$ cat src/sv/tbdc_pkg.sv
package tbdc_pkg;

    localparam int DEFAULT_COUNT_WIDTH = 32;
    localparam int DEFAULT_TIME_WIDTH  = 32;

    localparam int CFG_WIDTH     = 16;
    localparam int CFG_IDX_WIDTH = 2;
    localparam int CMP_WIDTH     = 32;

    localparam logic [CFG_IDX_WIDTH-1:0] CFG_DEBOUNCE = 2'd0;
    localparam logic [CFG_IDX_WIDTH-1:0] CFG_TIMEOUT  = 2'd1;
    localparam logic [CFG_IDX_WIDTH-1:0] CFG_CAPACITY = 2'd2;

    localparam logic [CFG_WIDTH-1:0] DEBOUNCE_RST = 16'd50;
    localparam logic [CFG_WIDTH-1:0] TIMEOUT_RST  = 16'd1000;
    localparam logic [CFG_WIDTH-1:0] CAPACITY_RST = 16'd10;

    localparam logic [1:0] EV_NONE  = 2'd0;
    localparam logic [1:0] EV_ENTRY = 2'd1;
    localparam logic [1:0] EV_EXIT  = 2'd2;

    localparam logic KIND_UPDATE = 1'b0;
    localparam logic KIND_CLEAR  = 1'b1;

    typedef enum logic [1:0] {
        OP_NONE,
        OP_ENTRY,
        OP_EXIT,
        OP_CLEAR
    } op_t;

    typedef struct packed {
        logic [CFG_WIDTH-1:0] debounce_time;
        logic [CFG_WIDTH-1:0] pass_timeout_ms;
        logic [CFG_WIDTH-1:0] capacity_limit;
    } cfg_t;

    typedef struct packed {
        logic        kind;
        logic [31:0] now_ms;
        logic        beam_a_pending;
        logic        beam_a_level;
        logic        beam_b_pending;
        logic        beam_b_level;
    } in_item_t;

    typedef struct packed {
        logic [1:0]  event_code;
        logic [31:0] entry_total;
        logic [31:0] exit_total;
        logic [30:0] present_count;
        logic        full_flag;
    } out_item_t;

endpackage

$ cat src/sv/tbdc_front.sv
module tbdc_front
    import tbdc_pkg::*;
#(
    parameter int TIME_WIDTH = DEFAULT_TIME_WIDTH
) (
    input  logic     aclk,
    input  logic     aresetn,
    input  cfg_t     cfg,
    input  logic     s_valid,
    output logic     s_ready,
    input  in_item_t s_data,
    output logic     op_valid,
    input  logic     op_ready,
    output op_t      op
);

    typedef enum logic [1:0] {
        PH_IDLE,
        PH_A_FIRST,
        PH_B_FIRST
    } phase_t;

    phase_t                phase_reg, phase_next;
    logic [TIME_WIDTH-1:0] first_time_reg, first_time_next;
    logic [TIME_WIDTH-1:0] last_a_reg, last_b_reg;
    logic [TIME_WIDTH-1:0] now;
    logic [TIME_WIDTH-1:0] debounce, timeout;
    logic                  a_hit, b_hit, timed_out, accept;

    assign s_ready  = op_ready;
    assign op_valid = s_valid;
    assign accept   = s_valid & op_ready;

    assign now      = s_data.now_ms[TIME_WIDTH-1:0];
    assign debounce = TIME_WIDTH'(cfg.debounce_time);
    assign timeout  = TIME_WIDTH'(cfg.pass_timeout_ms);

    // beam counts only when its edge is pending, it reads broken and it is past debounce
    assign a_hit = s_data.beam_a_pending & ~s_data.beam_a_level
                 & ((now - last_a_reg) > debounce);
    assign b_hit = s_data.beam_b_pending & ~s_data.beam_b_level
                 & ((now - last_b_reg) > debounce);
    assign timed_out = (now - first_time_reg) > timeout;

    always_comb begin
        phase_next      = phase_reg;
        first_time_next = first_time_reg;
        op              = OP_NONE;
        if (s_data.kind == KIND_CLEAR) begin
            op = OP_CLEAR;
        end else begin
            case (phase_reg)
                PH_A_FIRST: begin
                    if (b_hit) begin
                        op         = OP_ENTRY;
                        phase_next = PH_IDLE;
                    end else if (timed_out) begin
                        phase_next = PH_IDLE;
                    end
                end
                PH_B_FIRST: begin
                    if (a_hit) begin
                        op         = OP_EXIT;
                        phase_next = PH_IDLE;
                    end else if (timed_out) begin
                        phase_next = PH_IDLE;
                    end
                end
                default: begin
                    // A wins when both beams hit together
                    if (a_hit) begin
                        phase_next      = PH_A_FIRST;
                        first_time_next = now;
                    end else if (b_hit) begin
                        phase_next      = PH_B_FIRST;
                        first_time_next = now;
                    end else begin
                        phase_next = PH_IDLE;
                    end
                end
            endcase
        end
    end

    always_ff @(posedge aclk) begin
        if (!aresetn) begin
            phase_reg      <= PH_IDLE;
            first_time_reg <= '0;
            last_a_reg     <= '0;
            last_b_reg     <= '0;
        end else if (accept && s_data.kind == KIND_UPDATE) begin
            phase_reg      <= phase_next;
            first_time_reg <= first_time_next;
            if (a_hit) begin
                last_a_reg <= now;
            end
            if (b_hit) begin
                last_b_reg <= now;
            end
        end
    end

endmodule

$ cat src/sv/tbdc_queue.sv
module tbdc_queue
    import tbdc_pkg::*;
(
    input  logic aclk,
    input  logic aresetn,
    input  logic wr_valid,
    output logic wr_ready,
    input  op_t  wr_op,
    output logic rd_valid,
    input  logic rd_ready,
    output op_t  rd_op
);

    op_t        slot_reg [2];
    logic       wr_ptr_reg, rd_ptr_reg;
    logic [1:0] count_reg;
    logic       push, pop;

    assign wr_ready = (count_reg != 2'd2);
    assign rd_valid = (count_reg != 2'd0);
    assign rd_op    = slot_reg[rd_ptr_reg];
    assign push     = wr_valid & wr_ready;
    assign pop      = rd_valid & rd_ready;

    always_ff @(posedge aclk) begin
        if (push) begin
            slot_reg[wr_ptr_reg] <= wr_op;
        end
    end

    always_ff @(posedge aclk) begin
        if (!aresetn) begin
            wr_ptr_reg <= 1'b0;
            rd_ptr_reg <= 1'b0;
            count_reg  <= 2'd0;
        end else begin
            if (push) begin
                wr_ptr_reg <= ~wr_ptr_reg;
            end
            if (pop) begin
                rd_ptr_reg <= ~rd_ptr_reg;
            end
            case ({push, pop})
                2'b10:   count_reg <= count_reg + 2'd1;
                2'b01:   count_reg <= count_reg - 2'd1;
                default: count_reg <= count_reg;
            endcase
        end
    end

endmodule

$ cat src/sv/tbdc_back.sv
module tbdc_back
    import tbdc_pkg::*;
#(
    parameter int COUNT_WIDTH = DEFAULT_COUNT_WIDTH
) (
    input  logic      aclk,
    input  logic      aresetn,
    input  cfg_t      cfg,
    input  logic      op_valid,
    output logic      op_ready,
    input  op_t       op,
    output logic      m_valid,
    input  logic      m_ready,
    output out_item_t m_data
);

    logic [COUNT_WIDTH-1:0] entries_reg, exits_reg;
    logic [COUNT_WIDTH-2:0] occ_reg;
    logic                   full_reg;
    logic [1:0]             event_reg;
    logic                   m_valid_reg;
    logic                   take, at_capacity;

    assign op_ready = ~m_valid_reg | m_ready;
    assign take     = op_valid & op_ready;
    assign at_capacity = CMP_WIDTH'(occ_reg) >= CMP_WIDTH'(cfg.capacity_limit);

    assign m_valid              = m_valid_reg;
    assign m_data.event_code    = event_reg;
    assign m_data.entry_total   = 32'(entries_reg);
    assign m_data.exit_total    = 32'(exits_reg);
    assign m_data.present_count = 31'(occ_reg);
    assign m_data.full_flag     = full_reg;

    always_ff @(posedge aclk) begin
        if (!aresetn) begin
            entries_reg <= '0;
            exits_reg   <= '0;
            occ_reg     <= '0;
            full_reg    <= 1'b0;
            event_reg   <= EV_NONE;
            m_valid_reg <= 1'b0;
        end else begin
            if (take) begin
                m_valid_reg <= 1'b1;
                case (op)
                    OP_CLEAR: begin
                        entries_reg <= '0;
                        exits_reg   <= '0;
                        occ_reg     <= '0;
                        full_reg    <= 1'b0;
                        event_reg   <= EV_NONE;
                    end
                    OP_ENTRY: begin
                        entries_reg <= entries_reg + 1'b1;
                        if (!(&occ_reg)) begin
                            occ_reg <= occ_reg + 1'b1;
                        end
                        event_reg <= EV_ENTRY;
                    end
                    OP_EXIT: begin
                        exits_reg <= exits_reg + 1'b1;
                        if (occ_reg != '0) begin
                            occ_reg <= occ_reg - 1'b1;
                        end
                        event_reg <= EV_EXIT;
                    end
                    default: begin
                        // full is refreshed only on transactions without an event
                        full_reg  <= at_capacity;
                        event_reg <= EV_NONE;
                    end
                endcase
            end else if (m_ready) begin
                m_valid_reg <= 1'b0;
            end
        end
    end

endmodule

$ cat src/sv/two_beam_direction_counter.sv
// Two-beam doorway people counter.
// s_ channel: one transaction per sensor sample (timestamp, pending flag and
// pin level for the outer beam A and inner beam B) or a clear command.
// m_ channel: exactly one transaction per input transaction, in order, with
// the event (none, entry, exit), entry and exit totals, occupancy and the
// room-full flag.
// Config port: cfg_we/cfg_index/cfg_wdata write debounce, pass timeout and
// capacity; write only while no transaction is in flight.
// m_valid is registered: an accepted input passes through the two-entry op
// queue register, then the counter stage's output register.
// Throughput: 1 transaction per cycle while m_ready is high, set by the combinational
// trigger qualification in the front stage and the counter update in the back stage.
// Reset (aresetn low, synchronous): counters, phase and timestamps clear and
// the registers return to 50 ms debounce, 1000 ms timeout, capacity 10.
// When m_ready is low the result holds; the queue absorbs two more
// transactions, then s_ready drops until the receiver drains.
module two_beam_direction_counter
    import tbdc_pkg::*;
#(
    parameter int COUNT_WIDTH = DEFAULT_COUNT_WIDTH,
    parameter int TIME_WIDTH  = DEFAULT_TIME_WIDTH
) (
    input  logic                     aclk,
    input  logic                     aresetn,
    input  logic                     cfg_we,
    input  logic [CFG_IDX_WIDTH-1:0] cfg_index,
    input  logic [CFG_WIDTH-1:0]     cfg_wdata,
    input  logic                     s_valid,
    output logic                     s_ready,
    input  in_item_t                 s_data,
    output logic                     m_valid,
    input  logic                     m_ready,
    output out_item_t                m_data
);

    cfg_t cfg_reg;
    logic front_valid, front_ready, back_valid, back_ready;
    op_t  front_op, back_op;

    always_ff @(posedge aclk) begin
        if (!aresetn) begin
            cfg_reg.debounce_time   <= DEBOUNCE_RST;
            cfg_reg.pass_timeout_ms <= TIMEOUT_RST;
            cfg_reg.capacity_limit  <= CAPACITY_RST;
        end else if (cfg_we) begin
            case (cfg_index)
                CFG_DEBOUNCE: cfg_reg.debounce_time   <= cfg_wdata;
                CFG_TIMEOUT:  cfg_reg.pass_timeout_ms <= cfg_wdata;
                CFG_CAPACITY: cfg_reg.capacity_limit  <= cfg_wdata;
                default:      cfg_reg <= cfg_reg;
            endcase
        end
    end

    tbdc_front #(
        .TIME_WIDTH(TIME_WIDTH)
    ) u_front (
        .aclk     (aclk),
        .aresetn  (aresetn),
        .cfg      (cfg_reg),
        .s_valid  (s_valid),
        .s_ready  (s_ready),
        .s_data   (s_data),
        .op_valid (front_valid),
        .op_ready (front_ready),
        .op       (front_op)
    );

    tbdc_queue u_queue (
        .aclk     (aclk),
        .aresetn  (aresetn),
        .wr_valid (front_valid),
        .wr_ready (front_ready),
        .wr_op    (front_op),
        .rd_valid (back_valid),
        .rd_ready (back_ready),
        .rd_op    (back_op)
    );

    tbdc_back #(
        .COUNT_WIDTH(COUNT_WIDTH)
    ) u_back (
        .aclk     (aclk),
        .aresetn  (aresetn),
        .cfg      (cfg_reg),
        .op_valid (back_valid),
        .op_ready (back_ready),
        .op       (back_op),
        .m_valid  (m_valid),
        .m_ready  (m_ready),
        .m_data   (m_data)
    );

endmodule
$ cat config.mk
export PLATFORM = sky130hd
export DESIGN_NAME = two_beam_direction_counter
export DESIGN_NICKNAME = d
export VERILOG_FILES = /design/src/sv/tbdc_pkg.sv /design/src/sv/tbdc_front.sv /design/src/sv/tbdc_queue.sv /design/src/sv/tbdc_back.sv /design/src/sv/two_beam_direction_counter.sv
export SDC_FILE = /design/constraint.sdc
export NUM_CORES = 1
export LEC_CHECK = 0
export ABC_AREA = 0
export BUFFER_PORTS_ARGS = -buffer_cell sky130_fd_sc_hd__buf_2
export CORE_MARGIN = 4
export CORE_UTILIZATION = 68
export CTS_BUF_LIST = sky130_fd_sc_hd__clkbuf_8
export CTS_CLUSTER_DIAMETER = 40
export DETAILED_ROUTE_END_ITERATION = 12
export GPL_TIMING_DRIVEN = 1
export PLACE_DENSITY = 0.89
export SLEW_MARGIN = 20
export SYNTH_ARGS = -nofsm -noshare
export SYNTH_HDL_FRONTEND = slang
export SYNTH_SLANG_ARGS = --single-unit
$ cat constraint.sdc
create_clock -name aclk -period 10.25 [get_ports aclk]
set_clock_uncertainty 0.05 [all_clocks]
set_input_delay 0.5125 -clock aclk [delete_from_list [all_inputs] [get_ports aclk]]
set_output_delay 0.5125 -clock aclk [all_outputs]
set_load 0.05 [all_outputs]
Word level (Yosys, flattened, before mapping)
Memories as Yosys holds them, arrays and structs flattened. A register that Yosys moved wholly into a read port is not among the register bits.
Index checks and enable logic that the tools add are counted.
{"block": "totals", "mem_count": 1, "ram_bits": 4, "inputBits": 60, "elab_cells": 107, "output_inout_bits": 100, "ff_bits": 249}
{"name": "u_queue.slot_reg", "words": 2, "word_bits": 2, "rd": 1, "rd_clocked_by_memory_dff": 1, "wr": 1, "line": "tbdc_queue.sv:14", "rtl": "op_t slot_reg [2];"}
{"block": "op_classes", "muxes": 26, "bitwise": 15, "n_eq_ne": 12, "addsub": 9, "reduce_logical": 24, "n_lt_le_gt_ge": 4}
{"operator": "32-bit one-hot mux with 2 select lines", "count": 2}
{"operator": "32-bit by 16-bit greater-than comparator with 1-bit output", "count": 3}
{"operator": "32-bit subtractor", "count": 3}
{"operator": "31-bit one-hot mux with 3 select lines", "count": 1}
{"operator": "32-bit by 1-bit adder with 32-bit output, second input constant", "count": 2}
{"operator": "32-bit two-way mux", "count": 2}
{"operator": "31-bit two-way mux", "count": 2}
{"operator": "31-bit by 1-bit adder with 31-bit output, second input constant", "count": 1}
{"operator": "31-bit by 16-bit >= comparator with 1-bit output", "count": 1}
{"operator": "31-bit AND reduction", "count": 1}
{"operator": "31-bit nonzero test", "count": 1}
{"operator": "31-bit by 1-bit subtractor with 31-bit output, second input constant", "count": 1}
{"operator": "2-bit AND reduction", "count": 9}
{"operator": "2-bit one-hot mux with 2 select lines", "count": 4}
{"operator": "2-bit two-way mux", "count": 7}
{"operator": "2-bit nonzero test", "count": 6}
{"operator": "2-bit equality test, second input constant", "count": 5}
{"operator": "2-bit by 1-bit equality test with 1-bit output, second input constant", "count": 4}
{"operator": "1-bit NOT", "count": 8}
{"operator": "4-bit AND reduction", "count": 2}
{"operator": "1-bit two-way mux", "count": 7}
{"operator": "1-bit bitwise AND", "count": 6}
{"operator": "2-bit != test, second input constant", "count": 2}
{"operator": "2-bit OR reduction", "count": 2}
{"operator": "other kinds (8)", "count": 8}

Depth between registers and ports, before layout
Gate-level depths: netlist of the first run.
{"block": "logic_depth", "word_depth": 6, "mapped_depth": 24, "depth_no_buf": 23}

Hierarchy
Synthesis of the first run repeated with hierarchy kept, for this count alone.
{"block": "hier_totals", "hier_cells": 2667, "area_unflattened_um2": 20593.5}
{"mod": "tbdc_front", "area_each_um2": 11158.2, "cells_per_inst": 1509, "instances": 1, "seq_area_each_um2": 1961.9}
{"mod": "tbdc_back", "area_each_um2": 7125.6, "cells_per_inst": 941, "instances": 1, "seq_area_each_um2": 1981.9}
{"mod": "two_beam_direction_counter", "area_each_um2": 1931.9, "cells_per_inst": 187, "instances": 1, "seq_area_each_um2": 960.9}
{"mod": "tbdc_queue", "area_each_um2": 377.9, "cells_per_inst": 30, "instances": 1, "seq_area_each_um2": 220.2}

Worst setup path after synthesis of the first run
OpenSTA, ideal clock, no wires.
{"block": "synth_timing", "kind": "input to register", "from": "in s_data[5] (netlist bit)", "to": "reg u_front.last_b_reg[10]", "required_ns": 10.084, "slack_ns": 5.080, "setup_ns": 0.116, "arrival_time_ns": 5.004, "path_buffers": 1, "path_stages": 23, "cell_sequence": "ha_1 > nor2b_1 > o31a_1 > o31a_1 > nand4_1 > nand2_1 > a31oi_1 > o21bai_1 > a21oi_1 > xnor2_1 > ha_1 > a21o_1 > a21oi_1 > nor2b_1 > a211o_1 > a2111oi_0 > nand3_1 > or3_1 > or4b_1 > nand3_4 > buf_6 > mux2i_1 > nor2b_1"}
{"block": "synth_via", "elab_chain_len": 4}
{"element": "start: declaration", "line": "two_beam_direction_counter.sv:30", "rtl": "input in_item_t s_data,"}
{"element": "32-bit subtractor", "line": "tbdc_front.sv:42", "rtl": "& ((now - last_b_reg) > debounce);"}
{"element": "32-bit by 16-bit greater-than comparator with 1-bit output", "line": "tbdc_front.sv:42"}
{"element": "1-bit bitwise AND", "line": "tbdc_front.sv:42"}
{"element": "2-bit AND reduction (no source line)"}
{"element": "end signal: assignment", "line": "tbdc_front.sv:98", "rtl": "last_b_reg <= now;"}
{"element": "end: declaration", "line": "tbdc_front.sv:25", "rtl": "logic [TIME_WIDTH-1:0] last_a_reg, last_b_reg;"}
No other way between the ends.
A chain may end at the register's enable or synchronous reset.

Worst setup path in the final report of the first run
{"block": "layout_timing", "from": "reg u_front.last_a_reg[6]", "to": "reg u_front.first_time_reg[30]"}
{"block": "layout_via", "elab_chain_len": 5, "elab_cells_between_ends": 6, "cone_classes": "1 x add/sub; 1 x order compare; 1 x mux; 1 x bitwise; 2 x reduce/logical"}
{"element": "start: declaration", "line": "tbdc_front.sv:25"}
{"element": "start signal: assignment", "line": "tbdc_front.sv:95", "rtl": "last_a_reg <= now;"}
{"element": "32-bit subtractor (*)", "line": "tbdc_front.sv:40", "rtl": "& ((now - last_a_reg) > debounce);"}
{"element": "32-bit by 16-bit greater-than comparator with 1-bit output (*)", "line": "tbdc_front.sv:40"}
{"element": "1-bit bitwise AND (*)", "line": "tbdc_front.sv:40"}
{"element": "2-bit nonzero test (no source line)"}
{"element": "4-bit AND reduction (no source line)"}
{"element": "end signal: assignment", "line": "tbdc_front.sv:93", "rtl": "first_time_reg <= first_time_next;"}
{"element": "end: declaration", "line": "tbdc_front.sv:24", "rtl": "logic [TIME_WIDTH-1:0] first_time_reg, first_time_next;"}
Every way passes the cells marked *; elsewhere a longest branch is shown, timed or not.

==> impl_metrics.py, run 1 <==
metrics = {
    "routing": {
        "drt_iter0_drc": 1742,
        "routedWlPerCell_um": 18.6,
        "num_vias": 18700,
        "drc": 0,
        "drt_pre_antenna_iters": 5,
        "detail-route-antenna-nets": 0,
        "vias_per_cell": 6.23,
        "wl_mm": 55.8,
    },
    "finish": {
        "largest_register_ffs": 48,
        "fin_util_pct": 76.5,
        "finish.net_count": 2839,
        "instances_no_fill": 2998,
        "final_area_um2": 21400,
        "area_delta_synth_final_pct": 10.1,
        "drive_gt1_share_pct": 10.6,
    },
    "sta": {
        "setup_viol": 0,
        "rsz0062_at_grt": "no",
        "timing.fmax_ghz": 0.152,
        "finalHoldViolations": 0,
        "finalCritPeriodShare_pct": 64.0,
        "worst_slew_pin_slew_ns": 1.01,
        "timing.final.ws_setup_ns": 3.69,
        "finalMaxSlewViolations": 0,
        "period_needed_ns": 6.56,
        "fin_setup_tns_ns": 0,
        "slew_headroom_pct": 32.8,
    },
    "synth": {
        "syn_nets": 2720,
        "synth_warnings": 0,
        "synth_edf_count": 4,
        "synth.most_common_cell": "nand2_1",
        "ys.flop_type": "dfxtp_1",
        "syn_area_per_cell_um2": 7.91,
        "synthTopCellsByCount": "nand2_1 (310), dfxtp_1 (250), ha_1 (195)",
        "synth.largest_area_cell": "dfxtp_1",
        "yosysSeqAreaShare_pct": 26.3,
        "synthArstFlopShare_pct": 0,
        "synthTopCellsByArea": "dfxtp_1 (26%), ha_1 (13%), nand2_1 (6.0%)",
        "synth.distinct_cells": 87,
        "syn_area_um2": 19500,
        "yosys_register_bits": 254,
        "synth_cells": 2461,
        "synth_top_area_share_pct": 25.7,
    },
    "die": {
        "ios": 160,
        "rows": 61,
        "die-width_um": 177,
        "start_util_pct": 69.5,
        "die_h_um": 177,
        "die_area_um2": 31400,
        "coreArea_um2": 28000,
    },
    "clock_tree": {
        "cts.clk_slew.worst_paths_ns": 0.07,
        "post_cts_resized": 0,
        "cts_tree": "yes",
        "worstSkewPairLatency_ns": 0.60,
        "postCtsSetupBuffers": 0,
        "cts_sinks": 254,
        "hold_buffers": 0,
        "cts_root_buffer": "clkbuf_8",
        "cts_max_path_buffers": 3,
        "cts_inserted_buffers": 49,
        "htreeDepth": 2,
    },
    "global_routing": {
        "grt_max_degree": 126,
        "grt_overflow": 0,
        "antenna_found_initial": 2,
        "grtUsageTotal_pct": 34.0,
        "grt_pass1_vias": 17600,
        "grt_pass1_wl_mm": 88.8,
    },
    "place": {
        "dp_hpwl_mm": 41.9,
        "dpl-instance-area_um2": 20300,
        "post-place-cells": 2907,
        "place.gp.congestion": 0.954,
        "io_buffers": 159,
        "pre_cts_ws_ns": 3.44,
    },
    "worst_setup_path": {
        "worstSetupPathType": "flip-flop to flip-flop",
        "r2r_cells": 22,
        "required_ns": 10.71,
        "worstPathMaxFanout": 33,
        "crit_arrival_ns": 7.02,
        "start_kind": "flip-flop",
        "critPathCaptureType": "flip-flop",
    },
    "outcome": {
        "status": "finished clean",
    },
    "job": {
        "maxCapViolations": 0,
    },
    "hold_path": {
        "hold_depth": 3,
        "worstHoldPathType": "input port to flip-flop",
    },
    "pwr": {
        "ir_worst_vdd_uv": 120,
        "p_leak_nw": 9.17,
        "powerDensity_nw_per_um2": 159,
    },
}
[final timing paths]
check	from	endpoint	slack, ns
setup / recovery	u_front.last_a_reg[6]	u_front.first_time_reg[30]	3.69
hold / removal	cfg_wdata[14]	cfg_reg[14]	0.14
setup reg to reg	u_front.last_a_reg[6]	u_front.first_time_reg[30]	3.69
hold reg to reg	u_front.first_time_reg[28]	u_front.first_time_reg[28]	0.41
[placed cells by master (no fill, tap or decap), types with 10 or more instances in the layout]
master and n:
nand2_1 310, dfxtp_1 250, ha_1 195, inv_1 194, a21oi_1 164, buf_2 158, nor2_1 152, mux2i_1 103
o21ai_0 96, nor2b_1 90, xnor2_1 67, xor2_1 67, nand4_1 61, clkbuf_8 59, a21o_1 56, a21boi_0 56
nand3_1 53, nor3_1 35, o211ai_1 33, or3_1 30, o21a_1 29, nand2b_1 25, and3_1 24, o21bai_1 19
nor4_1 19, and2_1 17, and4_1 17, a31oi_1 15, a22oi_1 15, a211oi_1 11, nor3b_1 10
[metal layers]
metal	global-route usage, %	wire, µm	vias to the layer above
met5	0	11	-
met4	11.1	1770	2
met3	4.49	3930	145
met2	56.6	25600	709
met1	46.0	24500	8840
li1	-	-	8989
[worst max-delay path, cell delays in order (launching register included)]
cell and delay, ns:
dfxtp_1 0.33, inv_1 0.06, ha_1 0.37, a21o_1 0.22, a32oi_1 0.17, a21boi_2 0.42, a21boi_1 0.22, or3_1 0.35
a21oi_1 0.18, xnor2_1 0.10, ha_1 0.31, nand4_1 0.17, nor3_1 0.29, a21boi_0 0.21, o31a_1 0.22, a211o_1 0.11
or4_4 0.12, nor4_4 0.04, a31oi_4 0.48, nand2_8 0.35, a211oi_4 0.95, buf_4 0.45, mux2i_1 0.24
[stage by stage]
stage	hold slack (ns)	total power, mW
final	0.141	3.40
after global placement	0.393	2.26
after CTS	0.118	3.38
after detailed placement	0.398	2.30
after global routing	0.130	3.57
after floorplan	0.385	2.00
[cell families (layout without fill, tap and decap cells)]
logic type	count (synthesis)	after routing	synth area share [%]
compound gates	608	608	20.7
xor+xnor	135	135	6.11
fa+ha+maj	199	199	12.9
buf+inv	280	438	5.91
flops	254	254	26.3
mux	108	108	5.59
other cells	0	1	0
simple gates	877	877	22.4
[where the power goes]
group	switching, mW	leakage [nW]	internal [mW]
combinational	0.763	6.53	0.425
clock	0.480	0.583	0.608
sequential	0.0739	2.06	1.05
[final cells by class]
cell class	count	area (µm²)
multi-input cells	1927	13200
fillers	2073	6580
flip-flops and latches	254	5120
repair buffers	165	847
clock buffers	59	812
inverters	183	687
well taps	378	473
clock inverters	31	264
diodes	1	2.50
Note: power is estimated with default switching activity, not from simulation.
==> inputs of run 2 (changes only) <==
--- a/config.mk
+++ b/config.mk
@@ -8,12 +8,12 @@
 export ABC_AREA = 0
 export BUFFER_PORTS_ARGS = -buffer_cell sky130_fd_sc_hd__buf_2
 export CORE_MARGIN = 4
-export CORE_UTILIZATION = 68
+export CORE_UTILIZATION = 63
 export CTS_BUF_LIST = sky130_fd_sc_hd__clkbuf_8
 export CTS_CLUSTER_DIAMETER = 40
 export DETAILED_ROUTE_END_ITERATION = 12
 export GPL_TIMING_DRIVEN = 1
-export PLACE_DENSITY = 0.89
+export PLACE_DENSITY = 0.83
 export SLEW_MARGIN = 20
 export SYNTH_ARGS = -nofsm -noshare
 export SYNTH_HDL_FRONTEND = slang
==> constraint.sdc (replaced) <==
create_clock -name aclk -period 6.4 [get_ports aclk]
set_clock_uncertainty 0.05 [all_clocks]
set_input_delay 0.32 -clock aclk [delete_from_list [all_inputs] [get_ports aclk]]
set_output_delay 0.32 -clock aclk [all_outputs]
set_load 0.05 [all_outputs]
==> impl_metrics.py, run 2 (synthesis gave the netlist of run 1 again) <==
metrics = {
    "outcome": {
        "status": "finished clean",
    },
    "sta": {
        "rsz0062_at_grt": "no",
        "timing.fmax_ghz": 0.171,
        "finalMaxSlewViolations": 0,
        "hold_slack_ns": 0.0250,
        "period_needed_ns": 5.86,
        "finalCritPeriodShare_pct": 91.6,
        "slew_headroom_pct": 43.9,
        "setup_viol": 0,
        "finalHoldViolations": 0,
        "fin_setup_tns_ns": 0,
        "worst_slew_pin_slew_ns": 0.842,
    },
    "clock_tree": {
        "htreeDepth": 2,
        "cts_tree": "yes",
        "cts_root_buffer": "clkbuf_8",
        "cts_max_path_buffers": 3,
        "cts.clk_slew.worst_paths_ns": 0.05,
        "cts_sinks": 254,
        "postCtsSetupBuffers": 0,
        "worstSkewPairLatency_ns": 0.60,
        "cts_inserted_buffers": 52,
    },
    "die": {
        "die-width_um": 184,
        "ios": 160,
        "die_h_um": 184,
        "die_area_um2": 33800,
        "coreArea_um2": 30500,
        "start_util_pct": 63.8,
        "rows": 64,
    },
    "worst_setup_path": {
        "crit_slowest_cell": "or4b_1",
        "crit_arrival_ns": 6.27,
        "critPathCaptureType": "flip-flop",
        "worstPathMaxFanout": 33,
        "critPathMaxStageDelay_ns": 0.59,
        "timing.rr.start": "u_front.last_b_reg[1]",
        "start_kind": "input port",
        "regToRegSetupSlack_ns": 0.62,
        "r2r_cells": 24,
        "required_ns": 6.81,
        "cp-startpoint": "s_data[4]",
        "worstSetupPathType": "input port to flip-flop",
        "r2r-end": "u_front.last_b_reg[26]",
    },
    "finish": {
        "area_delta_synth_final_pct": 12.5,
        "final_common_cell": "nand2_1",
        "instances_no_fill": 3060,
        "largest_register_ffs": 48,
        "layout_common_cells": "nand2_1 (310), dfxtp_1 (250), inv_1 (196)",
        "fin_util_pct": 71.8,
        "drive_gt1_share_pct": 10.7,
        "finish.net_count": 2882,
    },
    "pwr": {
        "powerDensity_nw_per_um2": 252,
        "p_int_mw": 3.40,
        "combPwrFrac_pct": 34.9,
        "power_mw": 5.53,
        "netSwitchingPower_mw": 2.13,
        "clkPwrFrac_pct": 32.6,
        "sw_frac_of_total_pct": 38.5,
        "ir_worst_vdd_uv": 165,
        "p_leak_nw": 9.37,
        "power_frac_seq_pct": 32.5,
    },
    "routing": {
        "wl_mm": 55.1,
        "routedWlPerCell_um": 18.0,
        "vias_per_cell": 6.12,
        "detail-route-antenna-nets": 0,
        "drt_iter0_drc": 1582,
        "drt_pre_antenna_iters": 6,
        "num_vias": 18700,
        "drc": 0,
    },
    "global_routing": {
        "grt_pass1_vias": 17700,
        "grt_overflow": 0,
        "antenna_found_initial": 2,
        "grt_max_degree": 126,
        "grtUsageTotal_pct": 31.6,
        "grt_pass1_wl_mm": 89.4,
    },
    "place": {
        "io_buffers": 159,
        "place.gp.congestion": 0.966,
        "post-place-cells": 2929,
        "dp_hpwl_mm": 41.3,
    },
    "hold_path": {
        "hold_depth": 3,
        "min_to": "u_front.first_time_reg[24]",
        "hold_path.startpoint": "s_data[28]",
        "worstHoldPathType": "input port to flip-flop",
    },
    "job": {
        "maxCapViolations": 0,
    },
}
[run 2: cell count changes in the layout (fill, tap and decap cells not counted), sizes merged]
cell | before | now
clkinv | 13 | 10
inv | 194 | 198
clkinvlp | 4 | 5
bufinv | 3 | 4
diode | 1 | 2
buf | 165 | 170
dlygate4sd3 | 0 | 35
[run 2: worst max path at each step]
stage	end	slack (ns)	cells past startpoint
floorplan	u_front.last_b_reg[10]	1.37	24
global placement	u_front.last_b_reg[1]	0.53	22
detailed placement	u_front.last_b_reg[26]	0.23	22
CTS	u_front.last_b_reg[26]	0.26	23
global route	u_front.last_b_reg[24]	0.13	24
finish	u_front.last_b_reg[26]	0.54	25
[run 2: cell type report]
cell class / count / area [µm²]
Antenna cell: 2 / 5.00
Clock buffer: 59 / 812
Clock inverter: 34 / 298
Fill cell: 2482 / 8610
Inverter: 183 / 687
Multi-Input combinational cell: 1927 / 13200
Sequential cell: 254 / 5120
Tap cell: 396 / 495
Timing Repair Buffer: 205 / 1250
[run 2: routing by layer]
layer / GRT usage (%) / vias up / routed length, µm
met5: 0 / - / 0
met4: 11.5 / 0 / 2190
met3: 4.55 / 161 / 4020
li1: - / 9081 / -
met1: 43.2 / 8751 / 24200
met2: 50.9 / 748 / 24700
[run 2: what timing repair did]
item | 4_1_cts | 5_1_grt
endpoints found under the hold margin | 69 | 0
hold buffers | 35 | 0
endpoints found under the setup margin | 0 | 33
resized for setup | 0 | 2
[run 2: power groups by stage]
stage	Sequential (mW)	Clock (mW)	Combinational, mW
after floorplan	1.95	0	1.24
after global placement	1.82	0	1.80
after detailed placement	1.82	0	1.85
after CTS	1.79	1.83	1.89
after global routing	1.81	1.91	2.10
final	1.80	1.80	1.93
[run 2: critical path: cells and delay by family]
kind,cells,cell delay [ns]
AO/OA/AOI/OAI,4,1.11
XOR/XNOR,1,0.14
buffers and inverters,4,1.14
multiplexers,1,0.28
AND/OR/NAND/NOR,12,2.35
adder cells (fa/ha/maj),3,0.93
[run 2: metrics by stage]
stage / area (µm²) / worst slack [ns]
after floorplan: 19500 / 1.37
after global placement: 20400 / 0.526
after detailed placement: 20400 / 0.229
after CTS: 21900 / 0.262
after global routing: 21900 / 0.125
final: 21900 / 0.538
